$ cat src/rtl/low_quality_window_tagger_defines.svh
// ----------------------------------------------------------------------------
// Low-quality window tagger assertion macros
// Shared property forms for the checks at the end of the top level.
// ----------------------------------------------------------------------------
`ifndef LOW_QUALITY_WINDOW_TAGGER_DEFINES_SVH
`define LOW_QUALITY_WINDOW_TAGGER_DEFINES_SVH

// The consequent must hold in the same cycle as the antecedent.
`define LQWT_ASSERT_SAME(label, ante, cons, msg) \
  label: assert property (@(posedge clk) disable iff (!rst_n) (ante) |-> (cons)) \
    else $error(msg);

// The consequent must hold in the cycle after the antecedent.
`define LQWT_ASSERT_NEXT(label, ante, cons, msg) \
  label: assert property (@(posedge clk) disable iff (!rst_n) (ante) |=> (cons)) \
    else $error(msg);

`endif

$ cat src/rtl/lqwt_pkg.sv
// ----------------------------------------------------------------------------
// Low-quality window tagger package
// Widths, register map and result type shared by the tagger.
// ----------------------------------------------------------------------------
`default_nettype none

package lqwt_pkg;

  localparam int QUAL_BITS   = 8;
  localparam int POS_BITS    = 24;
  localparam int CONTIG_BITS = 16;
  localparam int COUNT_BITS  = 20;
  localparam int GAP_BITS    = 16;
  localparam int ADDR_BITS   = 4;
  localparam int DATA_BITS   = 32;

  localparam logic [QUAL_BITS-1:0] THRESHOLD_RESET = QUAL_BITS'(45);
  localparam logic [GAP_BITS-1:0]  MERGE_GAP_RESET = GAP_BITS'(12);
  localparam logic [POS_BITS-1:0]  POS_MAX         = {POS_BITS{1'b1}};
  localparam logic [GAP_BITS-1:0]  GAP_MAX         = {GAP_BITS{1'b1}};

  typedef enum logic [1:0] {
    REG_GOOD_THRESHOLD = 2'd0,
    REG_MERGE_GAP      = 2'd1,
    REG_KEEP_EDGE      = 2'd2,
    REG_UNUSED         = 2'd3
  } reg_idx_t;

  typedef struct packed {
    logic [CONTIG_BITS-1:0] contig_index;
    logic [POS_BITS-1:0]    window_begin;
    logic [POS_BITS-1:0]    window_end;
    logic [COUNT_BITS-1:0]  window_number;
  } window_t;

endpackage

`default_nettype wire

$ cat src/rtl/low_quality_window_tagger.sv
// ----------------------------------------------------------------------------
// Low-quality window tagger
// Finds runs of low-quality bases per contig, merges close runs and reports
// each finished window with its contig index and running window number.
// ----------------------------------------------------------------------------
// Usage: one base quality request arrives on the in_ channel per cycle, with
// in_contig_last on the final base of each contig and in_new_batch to restart
// contig and window numbering. Each request is accepted when in_valid is high
// and in_stall is low, and produces zero or one window on the out_ channel.
// A closed window enters the output register, or the skid register if that is
// full. The block takes one base every cycle; the only limit is the two-entry
// output buffer (output register plus skid register), so in_stall rises only
// once both entries hold untaken windows. While out_stall is high the presented
// window holds steady. Thresholds must be written through the APB-style port
// while the stream is idle; the block does not enforce it. Synchronous reset
// empties the output buffer, clears counters and positions except held window
// bounds and restores the defaults (threshold 45, merge gap 12, keep edges on).
// ----------------------------------------------------------------------------
`default_nettype none

module low_quality_window_tagger (
  input  wire logic                             clk,
  input  wire logic                             rst_n,
  input  wire logic                             in_valid,
  output logic                                  in_stall,
  input  wire logic [lqwt_pkg::QUAL_BITS-1:0]   in_quality,
  input  wire logic                             in_contig_last,
  input  wire logic                             in_new_batch,
  output logic                                  out_valid,
  input  wire logic                             out_stall,
  output logic [lqwt_pkg::CONTIG_BITS-1:0]      out_contig_index,
  output logic [lqwt_pkg::POS_BITS-1:0]         out_window_begin,
  output logic [lqwt_pkg::POS_BITS-1:0]         out_window_end,
  output logic [lqwt_pkg::COUNT_BITS-1:0]       out_window_number,
  input  wire logic                             psel,
  input  wire logic                             penable,
  input  wire logic                             pwrite,
  input  wire logic [lqwt_pkg::ADDR_BITS-1:0]   paddr,
  input  wire logic [lqwt_pkg::DATA_BITS-1:0]   pwdata,
  output logic [lqwt_pkg::DATA_BITS-1:0]        prdata,
  output logic                                  pready
);

  import lqwt_pkg::*;

  `include "low_quality_window_tagger_defines.svh"

  logic [QUAL_BITS-1:0]   threshold_r;
  logic [GAP_BITS-1:0]    merge_gap_r;
  logic                   keep_edge_r;

  logic [POS_BITS-1:0]    position_r,    position_nxt;
  logic                   in_bad_r,      in_bad_nxt;
  logic [POS_BITS-1:0]    run_start_r,   run_start_nxt;
  logic                   pend_valid_r,  pend_valid_nxt;
  logic [POS_BITS-1:0]    pend_begin_r,  pend_begin_nxt;
  logic [POS_BITS-1:0]    pend_end_r,    pend_end_nxt;
  logic [GAP_BITS-1:0]    good_len_r,    good_len_nxt;
  logic [CONTIG_BITS-1:0] contig_r,      contig_nxt;
  logic [COUNT_BITS-1:0]  win_count_r,   win_count_nxt;

  logic                   out_valid_r,   skid_valid_r;
  window_t                out_data_r,    skid_data_r;

  logic                   accept;
  logic                   pop;
  logic                   produce;
  window_t                result;

  reg_idx_t               wr_idx;
  logic                   cfg_write;

  logic [POS_BITS-1:0]    pos_b;
  logic                   in_bad_b;
  logic [POS_BITS-1:0]    run_start_b;
  logic                   pend_valid_b;
  logic [GAP_BITS-1:0]    good_len_b;
  logic [CONTIG_BITS-1:0] contig_b;
  logic [COUNT_BITS-1:0]  win_count_b;
  logic [POS_BITS-1:0]    len;
  logic                   is_bad;
  logic                   give;
  logic [POS_BITS-1:0]    give_begin;
  logic [POS_BITS-1:0]    give_end;
  logic [GAP_BITS-1:0]    good_inc;

  // Configuration port.
  assign pready    = 1'b1;
  assign wr_idx    = reg_idx_t'(paddr[ADDR_BITS-1:2]);
  assign cfg_write = psel && penable && pwrite;

  always_ff @(posedge clk) begin
    if (!rst_n) begin
      threshold_r <= THRESHOLD_RESET;
      merge_gap_r <= MERGE_GAP_RESET;
      keep_edge_r <= 1'b1;
    end else if (cfg_write) begin
      case (wr_idx)
        REG_GOOD_THRESHOLD: threshold_r <= pwdata[QUAL_BITS-1:0];
        REG_MERGE_GAP:      merge_gap_r <= pwdata[GAP_BITS-1:0];
        REG_KEEP_EDGE:      keep_edge_r <= pwdata[0];
        default: ;
      endcase
    end
  end

  always_comb begin
    prdata = '0;
    case (wr_idx)
      REG_GOOD_THRESHOLD: prdata = DATA_BITS'(threshold_r);
      REG_MERGE_GAP:      prdata = DATA_BITS'(merge_gap_r);
      REG_KEEP_EDGE:      prdata = DATA_BITS'(keep_edge_r);
      default:            prdata = '0;
    endcase
  end

  // Window tracking for the base being accepted.
  assign in_stall = skid_valid_r;
  assign accept   = in_valid && !skid_valid_r;
  assign pop      = out_valid_r && !out_stall;

  always_comb begin
    pos_b        = in_new_batch ? '0 : position_r;
    in_bad_b     = in_new_batch ? 1'b0 : in_bad_r;
    run_start_b  = in_new_batch ? '0 : run_start_r;
    pend_valid_b = in_new_batch ? 1'b0 : pend_valid_r;
    good_len_b   = in_new_batch ? '0 : good_len_r;
    contig_b     = in_new_batch ? '0 : contig_r;
    win_count_b  = in_new_batch ? '0 : win_count_r;

    len    = (pos_b == POS_MAX) ? pos_b : pos_b + POS_BITS'(1);
    is_bad = in_quality < threshold_r;

    position_nxt   = len;
    in_bad_nxt     = in_bad_b;
    run_start_nxt  = run_start_b;
    pend_valid_nxt = pend_valid_b;
    pend_begin_nxt = pend_begin_r;
    pend_end_nxt   = pend_end_r;
    good_len_nxt   = good_len_b;
    contig_nxt     = contig_b;
    good_inc       = good_len_b;
    give           = 1'b0;
    give_begin     = run_start_b;
    give_end       = len;

    if (is_bad) begin
      if (!in_bad_b) begin
        run_start_nxt  = pend_valid_b ? pend_begin_r : pos_b;
        pend_valid_nxt = 1'b0;
        in_bad_nxt     = 1'b1;
      end
      if (in_contig_last) begin
        give       = 1'b1;
        give_begin = run_start_nxt;
        give_end   = len;
        in_bad_nxt = 1'b0;
      end
    end else begin
      if (in_bad_b) begin
        pend_begin_nxt = run_start_b;
        pend_end_nxt   = pos_b;
        pend_valid_nxt = 1'b1;
        good_len_nxt   = '0;
        in_bad_nxt     = 1'b0;
      end
      if (pend_valid_nxt) begin
        good_inc     = (good_len_nxt == GAP_MAX) ? good_len_nxt
                                                 : good_len_nxt + GAP_BITS'(1);
        good_len_nxt = good_inc;
        if (good_inc >= merge_gap_r || in_contig_last) begin
          give           = 1'b1;
          give_begin     = pend_begin_nxt;
          give_end       = pend_end_nxt;
          pend_valid_nxt = 1'b0;
        end
      end
    end

    produce = give && (keep_edge_r || (give_begin != '0 && give_end != len));
    win_count_nxt = produce ? win_count_b + COUNT_BITS'(1) : win_count_b;

    result.contig_index  = contig_b;
    result.window_begin  = give_begin;
    result.window_end    = give_end;
    result.window_number = win_count_b;

    if (in_contig_last) begin
      position_nxt   = '0;
      in_bad_nxt     = 1'b0;
      run_start_nxt  = '0;
      pend_valid_nxt = 1'b0;
      good_len_nxt   = '0;
      contig_nxt     = contig_b + CONTIG_BITS'(1);
    end
  end

  always_ff @(posedge clk) begin
    if (!rst_n) begin
      position_r   <= '0;
      in_bad_r     <= 1'b0;
      run_start_r  <= '0;
      pend_valid_r <= 1'b0;
      good_len_r   <= '0;
      contig_r     <= '0;
      win_count_r  <= '0;
    end else if (accept) begin
      position_r   <= position_nxt;
      in_bad_r     <= in_bad_nxt;
      run_start_r  <= run_start_nxt;
      pend_valid_r <= pend_valid_nxt;
      good_len_r   <= good_len_nxt;
      contig_r     <= contig_nxt;
      win_count_r  <= win_count_nxt;
    end
  end

  always_ff @(posedge clk) begin
    if (accept) begin
      pend_begin_r <= pend_begin_nxt;
      pend_end_r   <= pend_end_nxt;
    end
  end

  // Output register with a skid register behind it.
  always_ff @(posedge clk) begin
    if (!rst_n) begin
      out_valid_r  <= 1'b0;
      skid_valid_r <= 1'b0;
    end else if (skid_valid_r) begin
      if (pop) begin
        out_valid_r  <= 1'b1;
        skid_valid_r <= 1'b0;
      end
    end else if (!out_valid_r || pop) begin
      out_valid_r <= accept && produce;
    end else if (accept && produce) begin
      skid_valid_r <= 1'b1;
    end
  end

  always_ff @(posedge clk) begin
    if (skid_valid_r) begin
      if (pop) begin
        out_data_r <= skid_data_r;
      end
    end else if (!out_valid_r || pop) begin
      out_data_r <= result;
    end else begin
      skid_data_r <= result;
    end
  end

  assign out_valid         = out_valid_r;
  assign out_contig_index  = out_data_r.contig_index;
  assign out_window_begin  = out_data_r.window_begin;
  assign out_window_end    = out_data_r.window_end;
  assign out_window_number = out_data_r.window_number;

  `LQWT_ASSERT_SAME(a_skid_behind_out, skid_valid_r, out_valid_r, "skid full with output empty")
  `LQWT_ASSERT_SAME(a_run_or_pending, 1'b1, !(in_bad_r && pend_valid_r), "open and held window")
  `LQWT_ASSERT_NEXT(a_skid_drains, skid_valid_r && !out_stall, !skid_valid_r, "skid not drained")

endmodule

`default_nettype wire
$ cat config.mk
export PLATFORM = sky130hd
export DESIGN_NAME = low_quality_window_tagger
export DESIGN_NICKNAME = d
export VERILOG_FILES = /design/src/rtl/lqwt_pkg.sv /design/src/rtl/low_quality_window_tagger.sv
export VERILOG_INCLUDE_DIRS = /design/src /design/src/rtl
export SDC_FILE = /design/constraint.sdc
export NUM_CORES = 1
export LEC_CHECK = 0
export ABC_CLOCK_PERIOD_IN_PS = 11420
export BUFFER_PORTS_ARGS = -buffer_cell sky130_fd_sc_hd__buf_2
export CAP_MARGIN = 5
export CORE_MARGIN = 5
export CORE_UTILIZATION = 45
export CTS_CLUSTER_SIZE = 28
export DETAILED_ROUTE_END_ITERATION = 8
export MAX_ROUTING_LAYER = met4
export SYNTH_ARGS = -nofsm -noshare
export SYNTH_HDL_FRONTEND = slang
export SYNTH_SLANG_ARGS = --single-unit
$ cat constraint.sdc
create_clock -name clk -period 11.42 [get_ports clk]
set_input_delay 1.142 -clock clk [delete_from_list [all_inputs] [get_ports clk]]
set_output_delay 1.142 -clock clk [all_outputs]
set_load 0.005 [all_outputs]
# Yosys cells after proc, flatten, opt, wreduce, memory -nomap -nowiden
# Cells that the tools add are included.
# W data, S select, Z words.
# classes
addsub	4
n_reduce_logical	22
n_lt_le_gt_ge	2
bitwise_logic	3
n_mux	54
eq_ne	6
# op_table
cell	count
$mux W24	17
$mux W84	3
$mux W16	9
$pmux W16 S3	1
$mux W20	2
$add A16 B1 Y16 const B	2
$add A24 B1 Y24 const B	1
$eq A24 B24 Y1 const B	1
$ne A24 B24 Y1	1
$reduce_bool A24 Y1	1
$mux W1	22
$add A20 B1 Y20 const B	1
$eq A16 B16 Y1 const B	1
$ge A16 B16 Y1	1
$reduce_and A2 Y1	6
$lt A8 B8 Y1	1
$logic_and A1 B1 Y1	7
$logic_not A1 Y1	3
$logic_or A1 B1 Y1	3
$not A1 Y1	3
$eq A2 B1 Y1 const B	1
$eq A2 B2 Y1 const B	1
$logic_not A2 Y1	1
$ne A2 B1 Y1 const B	1
$reduce_bool A2 Y1	1
# totals
out_inout_bits	119
reg_bits	345
elab_cells	113
inputBits	53

# Depth between registers and ports, before layout
# Gate-level depths: netlist (run 1).
# depth
ltp_word	18
ltp_mapped	31
ltp_nobuf	23

# Least setup slack after synthesis (run 1)
# OpenSTA, ideal clock, no wires.
# synth_path
path_type	in2reg
startpoint	input port in_new_batch
endpoint	register skid_valid_r, in the netlist in_stall
path_buffers	7
path_stages	30
setup_time_ns	0.346
t_required_ns	11.074
slack_ns	4.493
arrival_ns	6.581
path_cell_list	buf_6 -> buf_2 -> buf_2 -> buf_2 -> nor2_1 -> clkbuf_1 -> and2_1 -> ha_1 -> inv_1 -> nor3_1 -> and3_1 -> nand2_1 -> and3_1 -> nand3_1 -> xor2_1 -> nor2_1 -> ha_1 -> nand2_1 -> o21ai_0 -> or3b_2 -> and4b_1 -> buf_2 -> nor2_1 -> nor3_1 -> a221o_1 -> nor4b_1 -> nand4_4 -> buf_2 -> a21oi_1 -> nor3_1
# synth_between
elab_chain_cells	18
word_cells_on_any_way	40
classes_between	2 x add/sub; 1 x order compare; 3 x eq/ne; 28 x mux; 6 x reduce/logical
# synth_lines
item	line_no	rtl
start: declaration	low_quality_window_tagger.sv:28	input wire logic in_new_batch,
$mux W16 or $mux W1 (tied branches)	low_quality_window_tagger.sv:127, low_quality_window_tagger.sv:124	
$mux W16	low_quality_window_tagger.sv:160	if (in_bad_b) begin
$mux W16	low_quality_window_tagger.sv:147	if (is_bad) begin
$add A16 B1 Y16 or $eq A16 B16 Y1 (tied branches)	low_quality_window_tagger.sv:169, low_quality_window_tagger.sv:168	
$mux W16	low_quality_window_tagger.sv:168	good_inc = (good_len_nxt == GAP_MAX) ? good_len_nxt
$ge A16 B16 Y1	low_quality_window_tagger.sv:171	if (good_inc >= merge_gap_r || in_contig_last) begin
$logic_or A1 B1 Y1	low_quality_window_tagger.sv:171	
$mux W24	low_quality_window_tagger.sv:171	
(+2 left out)	-	
via give_begin[18]	low_quality_window_tagger.sv:83	logic [POS_BITS-1:0] give_begin;
$reduce_bool A24 Y1 (*)	low_quality_window_tagger.sv:180	produce = give && (keep_edge_r || (give_begin != '0 && give_end != len));
$logic_and A1 B1 Y1 (*)	low_quality_window_tagger.sv:180	
$logic_or A1 B1 Y1 (*)	low_quality_window_tagger.sv:180	
$logic_and A1 B1 Y1 (*)	low_quality_window_tagger.sv:180	
$logic_and A1 B1 Y1 (*)	low_quality_window_tagger.sv:237	end else if (accept && produce) begin
$mux W1 (*)	low_quality_window_tagger.sv:237	
$mux W1 (*)	low_quality_window_tagger.sv:235	end else if (!out_valid_r || pop) begin
$mux W1 (*)	low_quality_window_tagger.sv:230	end else if (skid_valid_r) begin
end signal: assignment	low_quality_window_tagger.sv:229	skid_valid_r <= 1'b0;
end signal: assignment	low_quality_window_tagger.sv:233	skid_valid_r <= 1'b0;
end signal: assignment	low_quality_window_tagger.sv:238	skid_valid_r <= 1'b1;
end: declaration	low_quality_window_tagger.sv:62	logic out_valid_r, skid_valid_r;
# The timed path passes the listed nets; every way through them passes the cells marked *. The select of a mux whose other input is x is not followed.
# A chain may end at the register's enable or synchronous reset.

# Worst setup path in the final report (run 1)
# layout_path
startpoint	input port in_new_batch
endpoint	register win_count_r[2]
# layout_between
elab_chain_cells	15
word_cells_on_any_way	39
classes_between	3 x add/sub; 1 x order compare; 3 x eq/ne; 27 x mux; 5 x reduce/logical
# layout_lines
item	line_no	rtl
$mux W16 or $mux W1 (tied branches)	low_quality_window_tagger.sv:127, low_quality_window_tagger.sv:124	
$mux W16	low_quality_window_tagger.sv:160	
$mux W16	low_quality_window_tagger.sv:147	
$add A16 B1 Y16 or $eq A16 B16 Y1 (tied branches)	low_quality_window_tagger.sv:169, low_quality_window_tagger.sv:168	
$mux W16	low_quality_window_tagger.sv:168	
$ge A16 B16 Y1	low_quality_window_tagger.sv:171	
$logic_or A1 B1 Y1	low_quality_window_tagger.sv:171	
$mux W24	low_quality_window_tagger.sv:171	
$mux W24	low_quality_window_tagger.sv:167	if (pend_valid_nxt) begin
$mux W24 (*)	low_quality_window_tagger.sv:147	
via give_begin[9]	low_quality_window_tagger.sv:83	
$reduce_bool A24 Y1 (*)	low_quality_window_tagger.sv:180	
$logic_and A1 B1 Y1 (*)	low_quality_window_tagger.sv:180	
$logic_or A1 B1 Y1 (*)	low_quality_window_tagger.sv:180	
$logic_and A1 B1 Y1 (*)	low_quality_window_tagger.sv:180	
$mux W20 (*)	low_quality_window_tagger.sv:181	win_count_nxt = produce ? win_count_b + COUNT_BITS'(1) : win_count_b;
end signal: assignment	low_quality_window_tagger.sv:214	win_count_r <= win_count_nxt;
end: declaration	low_quality_window_tagger.sv:60	logic [COUNT_BITS-1:0] win_count_r, win_count_nxt;
# Marks and branches as above.

==> results.ini, run 1 <==
[clock_network]
htreeDepth=2
clk_pin_slew_ns=0.06
clock-root-buffer=clkbuf_16
cts_tree=done
holdBufCountCts=0
clock-sinks=345
cts_max_path_buffers=3
clock_latency_ns=0.57
cts-resized-gates=0
postCtsSetupBuffers=0
cts_buffers=40

[sta]
clock_skew_ns=0.0278
whs_ns=0.466
tightest_slew_ns=1.27
min_period_ns=6.84
layout_setup_ws_ns=4.58
period_share_pct=59.9
rsz0062_at_grt=no
maxSlewViolCount=0
maxSlewHeadroom_pct=15.6
hold_violations=0
max_freq_ghz=0.146
tns_ns=0
setup_violations=0

[detailed_routing]
via_count=15041
route.detailed.drc=0
routed_wl_um=50900
viasPerCell=5.85
drt_iter0_markers=1313
dr.pass1.iters=6
avgRoutedWirePerCell_um=19.8
ant_nets=0

[die]
start_util_pct=45.5
die_w_um=213
rows=74
io_pins=172
die_h_um=213
core-area_um2=40900
dieArea_um2=45600

[critical_path]
crit_chain=buf_4 -> nor2_1 -> and2_1 -> ha_1 -> inv_1 -> nor3_1 -> and3_1 -> nand2_1 -> and3_1 -> nand3_1 -> xor2_1 -> nor2_1 -> ha_1 -> nand2_1 -> o21ai_0 -> or3b_2 -> nand4b_1 -> a21boi_1 -> a221o_1 -> nor4_1 -> and3_1 -> nand4_4 -> a31o_1 -> a21oi_2
critical_path_required_ns=11.91
cpMostUsedCell=and3_1
rrSetupSlack_ns=4.96
worst_path_max_delay_cell=a221o_1
worst_setup_path_end_kind=flop
r2r_start=in_bad_r
critPathLaunchType=input port
critPathKind=in -> reg
slowest_delay_ns=0.50
reg2reg_depth=23
r2r-end=win_count_r[2]
critPathArrivalTime_ns=7.33
critical_path.max_fanout=28

[worst_hold_path]
hold_class=reg -> reg
hp-start=merge_gap_r[12]
hold_path_end=merge_gap_r[12]
holdPathStages=2

[synth]
seq_area_frac_synth_pct=48.7
async_flop_share_pct=0
synth_edf_count=216
synth_cells=1951
synthTopCellsByArea=edfxtp_1, dfxtp_1, nand2_1
synth_top_area_cell=edfxtp_1
syn_avg_cell_area_um2=9.55
synth_top_area_share_pct=34.8
yosysMostFrequentCell=nand2_1
ys_top_cells_by_count=nand2_1, edfxtp_1, nor2_1
synth_flop_cell=edfxtp_1
synth_area_um2=18600
synth_warnings=0
yosysUniqueCellTypes=92
synth-seq-cells=345

[power]
power_uw=2850
power.leakage_uw=0.00833
powerDensity_nw_per_um2=136
vdd_drop_max_uv=98.8

[place]
dp.cells=2500
port_buffers=136
pre_cts_ws_ns=4.17
hpwlAfterDp_um=32900
gp_congestion=0.911

[final_layout]
drive_above_1_share_pct=17.7
fill_cells=3731
nets=2090
antenna_cells=0
fin_cells=2573
syn2layout_area_growth_pct=12.2

[grt]
grt_pass1_wl_um=80400
globalRoute.totalOverflow=0
grt_usage_pct=22.6
grt_most_used_layer=met2
grt_pass1_vias=14578
met2_usage_pct=36.4
grtUsageMet1_pct=29.1
antenna_found_initial=0
grt_max_degree=86
use_met3_pct=3.85

[job]
drv_cap=0

[run_status]
status=complete, no violations

## report_power, final
group	switching [uW]	internal [uW]	total, uW
registers	14.7	1350	1360
clock network	529	786	1320
logic	125	49.9	175
total	669	2180	2850
## critical path, delay by kind of cell
| family | cells | cell delay [ns] |
|---|---|---|
| and+or+nand+nor | 14 | 3.74 |
| xor gates and xnor gates | 1 | 0.15 |
| adders and majority gates | 2 | 0.48 |
| AOI/OAI and AO/OA | 5 | 1.58 |
| buffers and inverters | 2 | 0.18 |
## per-stage QoR
| step | instance area [um^2] | utilization, % |
|---|---|---|
| after detailed placement | 19500 | 47.8 |
| final | 20900 | 51.0 |
| after global placement | 19500 | 47.8 |
| after floorplan | 18700 | - |
| after CTS | 20900 | 51.0 |
| after global routing | 20900 | 51.0 |
## kinds of logic (layout without fill, tap and decap cells)
kind of cell	count (synthesis)	count (layout)	synth area share (%)
xor+xnor	47	47	2.21
compound gates	368	368	12.9
other cells	2	17	0.0403
mux	143	143	8.28
simple gates	804	804	21.0
flops	345	345	48.7
fa+ha+maj	27	27	1.81
buf+inv	215	290	5.09
## layer usage
layer | vias up | wire length, um
met5 | - | 0
met4 | 0 | 1690
met3 | 106 | 3440
met2 | 567 | 24100
met1 | 7258 | 21700
li1 | 7110 | -
## placed cells by master, fill, tap and decap left out, types with 15 or more instances in the layout
| master | instances |
|---|---|
| nand2_1 | 292 |
| edfxtp_1 | 216 |
| nor2_1 | 207 |
| buf_2 | 135 |
| dfxtp_1 | 127 |
| a21oi_1 | 115 |
| mux2_2 | 85 |
| o21ai_0 | 75 |
| mux2i_1 | 56 |
| nand3_1 | 55 |
| inv_1 | 54 |
| a22oi_1 | 46 |
| nor2b_1 | 43 |
| clkbuf_16 | 40 |
| nor3_1 | 33 |
| and3_1 | 30 |
| ha_1 | 27 |
| and2_1 | 26 |
| xnor2_1 | 26 |
| buf_4 | 26 |
| xor2_1 | 21 |
| a221o_1 | 17 |
| conb_1 | 17 |
| nand4_1 | 15 |
## cell type report
class	instances	area, um^2	share of cell area (%)
multi-input cells	1406	8720	41.8
clock buffers	51	1070	5.13
well taps	532	666	3.19
repair buffers	161	871	4.17
clock inverters	22	275	1.32
flip-flops and latches	345	9070	43.4
inverters	56	211	1.01
## registers in the layout, summed over array words and instances, names as in the netlist, 8 cells and up
| signal | count |
|---|---|
| position_r | 24 |
| out_window_end | 24 |
| out_window_begin | 24 |
| out_window_number | 20 |
| skid_data_r | 84 |
| out_contig_index | 16 |
| run_start_r | 24 |
| contig_r | 16 |
| win_count_r | 20 |
| good_len_r | 16 |
| threshold_r | 8 |
| pend_end_r | 24 |
| merge_gap_r | 16 |
| pend_begin_r | 24 |
## how the worst max path moves through the flow
stage	start	to	slack (ns)	cells past startpoint
floorplan	in_new_batch	in_stall	4.49	30
global placement	in_new_batch	win_count_r[2]	4.24	21
finish	in_new_batch	win_count_r[2]	4.58	24
detailed placement	in_new_batch	win_count_r[2]	4.17	24
global route	in_new_batch	win_count_r[1]	4.27	24
CTS	in_new_batch	win_count_r[2]	4.78	24
Note: power is estimated with default switching activity, not from simulation.
==> run 2: changes to the inputs <==
Settings changed: ABC_CLOCK_PERIOD_IN_PS 11420 to 6300.
Clock period 11.42 ns to 6.3 ns, I/O delays scaled along.
==> run 2 against run 1 <==
Effect of this change:
- register-to-register slack got worse by 4.5 ns
- critical path depth did not move
- die area is the same
- via count fell by 0.63%
- power grew 75%
- sequential power grew 82%
- global-route usage grew 0.24 points
- cell count up 0.31%
- wire length grew 2.0%
- non-clock buffer count grew 11
- worst setup slack worse by 4.1 ns
- combinational power increased by 85%
- highest routed layer unchanged
==> results.ini, run 2 (synthesized netlist as in run 1, its figures left out) <==
[critical_path]
critPathKind=reg -> reg
worst_setup_path_end_kind=flop
cp_top_family=simple AND/OR/NAND/NOR gates
slowest_delay_ns=0.50  ; about the same
worst_path_max_delay_cell=a221o_1
critical_path.max_fanout=28  ; unchanged
critPathLaunchType=flop
path_buf_inv=2  ; unchanged
cpMostUsedCell=and3_1
critPathArrivalTime_ns=6.29  ; -1.04 ns
crit_chain=nor2_1 -> and2_1 -> ha_1 -> inv_1 -> nor3_1 -> and3_1 -> nand2_1 -> and3_1 -> nand3_1 -> xor2_1 -> nor2_1 -> ha_1 -> nand2_1 -> nor4_1 -> o311ai_1 -> nand4b_1 -> a21boi_1 -> a221o_1 -> nor4_1 -> and3_1 -> nand4_4 -> buf_12 -> a31o_1 -> a21oi_2
critical_path_required_ns=6.76  ; -5.15 ns

[sta]
rsz0062_at_grt=no
clock_skew_ns=0.0164  ; -0.0114 ns
hold_violations=0  ; unchanged
layout_setup_ws_ns=0.466  ; -4.11 ns
maxSlewHeadroom_pct=14.9  ; -0.67 points
min_period_ns=5.83
tightest_slew_ns=1.28  ; +0.00999 ns
period_share_pct=92.6
setup_violations=0  ; unchanged
max_freq_ghz=0.171
maxSlewViolCount=0  ; unchanged
tns_ns=0  ; unchanged

[die]
die_h_um=213  ; unchanged
rows=74  ; unchanged
die_w_um=213  ; unchanged
core-area_um2=40900  ; unchanged
start_util_pct=45.5  ; unchanged
dieArea_um2=45600  ; unchanged
io_pins=172  ; unchanged

[final_layout]
mostFrequentLayoutCell=nand2_1
fill_cells=3813  ; +2.2%
mostFrequentLayoutCells=nand2_1, edfxtp_1, nor2_1
largest_reg_flops=84  ; unchanged
drive_above_1_share_pct=18.1  ; +0.42 points
nets=2100  ; +0.48%
syn2layout_area_growth_pct=12.1  ; about the same
fin_cells=2581  ; +0.31%
final_area_um2=20900  ; about the same
largest_register=skid_data_r
antenna_cells=0  ; unchanged

[grt]
grt_pass1_wl_um=81100  ; +0.82%
antenna_found_initial=0  ; unchanged
grt_pass1_vias=14708  ; +0.89%
globalRoute.totalOverflow=0  ; unchanged
grt_usage_pct=22.8  ; +0.24 points
grt_max_degree=136  ; +58%

[clock_network]
holdBufCountCts=0  ; unchanged
cts-resized-gates=0  ; unchanged
htreeDepth=2  ; unchanged
clk_pin_slew_ns=0.06  ; about the same
clock-root-buffer=clkbuf_16
cts_buffers=39  ; -2.5%
cts_max_path_buffers=3  ; unchanged
postCtsSetupBuffers=0  ; unchanged
clock_latency_ns=0.55  ; -0.02 ns
cts_tree=done
clock-sinks=345  ; unchanged

[place]
placed_cell_area_um2=19700  ; +0.64%
port_buffers=136  ; unchanged
gp_congestion=0.923  ; +1.3%
hpwlAfterDp_um=33700  ; +2.3%
pre_cts_ws_ns=0.118  ; -4.06 ns
dp.cells=2511  ; +0.44%

[power]
p_sw_share_pct=23.9  ; +0.42 points
powerDensity_nw_per_um2=239  ; +75%
power_uw=4990  ; +75%
vdd_drop_max_uv=211  ; +110%
p_switching_uw=1190  ; +78%
p_comb_share_pct=6.5  ; +0.4 points
power.leakage_uw=0.00836  ; +0.28%
clockPowerShare_pct=44.1  ; -2.0 points
intPower_uw=3800  ; +74%
pwr-share-seq_pct=49.4  ; +1.7 points

[detailed_routing]
route.detailed.drc=0  ; unchanged
ant_nets=0  ; unchanged
drt_iter0_markers=1315  ; +0.15%
dr.pass1.iters=5  ; -1
routed_wl_um=51900  ; +2.0%
viasPerCell=5.79  ; -0.94%
via_count=14946  ; -0.63%
avgRoutedWirePerCell_um=20.1  ; +1.7%

[job]
drv_cap=0  ; unchanged

[run_status]
status=complete, no violations

[worst_hold_path]
hold_class=in -> reg

==> run 2: layer usage <==
metal | up-vias | global-route usage [%] | wire length [um]
li1 | 7121 | - | -
met5 | - | - | 0
met1 | 7224 | 29.5 | 22600
met4 | 0 | 8.51 | 1580
met2 | 502 | 36.6 | 24400
met3 | 99 | 3.67 | 3280
==> run 2: tightest hold or removal path: cells and delay by family <==
kind | cells | cell delay (ns)
AO/OA/AOI/OAI | 1 | 0.05
AND/OR/NAND/NOR | 1 | 0.04
buffers and inverters | 1 | 0.10
==> run 2: cell type report <==
class | instances | area, um^2 | share of cell area, %
clock buffers | 46 | 1000 | 4.80
repair buffers | 172 | 978 | 4.69
flip-flops and latches | 345 | 9070 | 43.5
clock inverters | 24 | 203 | 0.971
well taps | 532 | 666 | 3.19
inverters | 56 | 211 | 1.01
multi-input cells | 1406 | 8740 | 41.9
==> run 2: worst paths after layout <==
kind	from	end	slack, ns	cells after the start
worst max-delay path	in_bad_r	win_count_r[2]	0.47	24
worst max register to register	in_bad_r	win_count_r[2]	0.47	24
worst min-delay path	pwdata[9]	merge_gap_r[9]	0.32	3
worst min register to register	merge_gap_r[11]	merge_gap_r[11]	0.47	2
==> run 2: per-stage QoR <==
stage                     hold WS, ns  util [%]
after floorplan                 0.445         -
after global placement          0.456      48.1
after detailed placement        0.463      48.1
after CTS                       0.287      51.0
after global routing            0.320      51.0
final                           0.318      51.0
==> run 2: power groups by stage <==
stage	clock network [uW]	registers, uW	logic, uW
after global placement	0	2520	316
final	2200	2470	323
after detailed placement	0	2520	320
after floorplan	0	2510	209
after CTS	2260	2470	321
after global routing	2340	2470	353
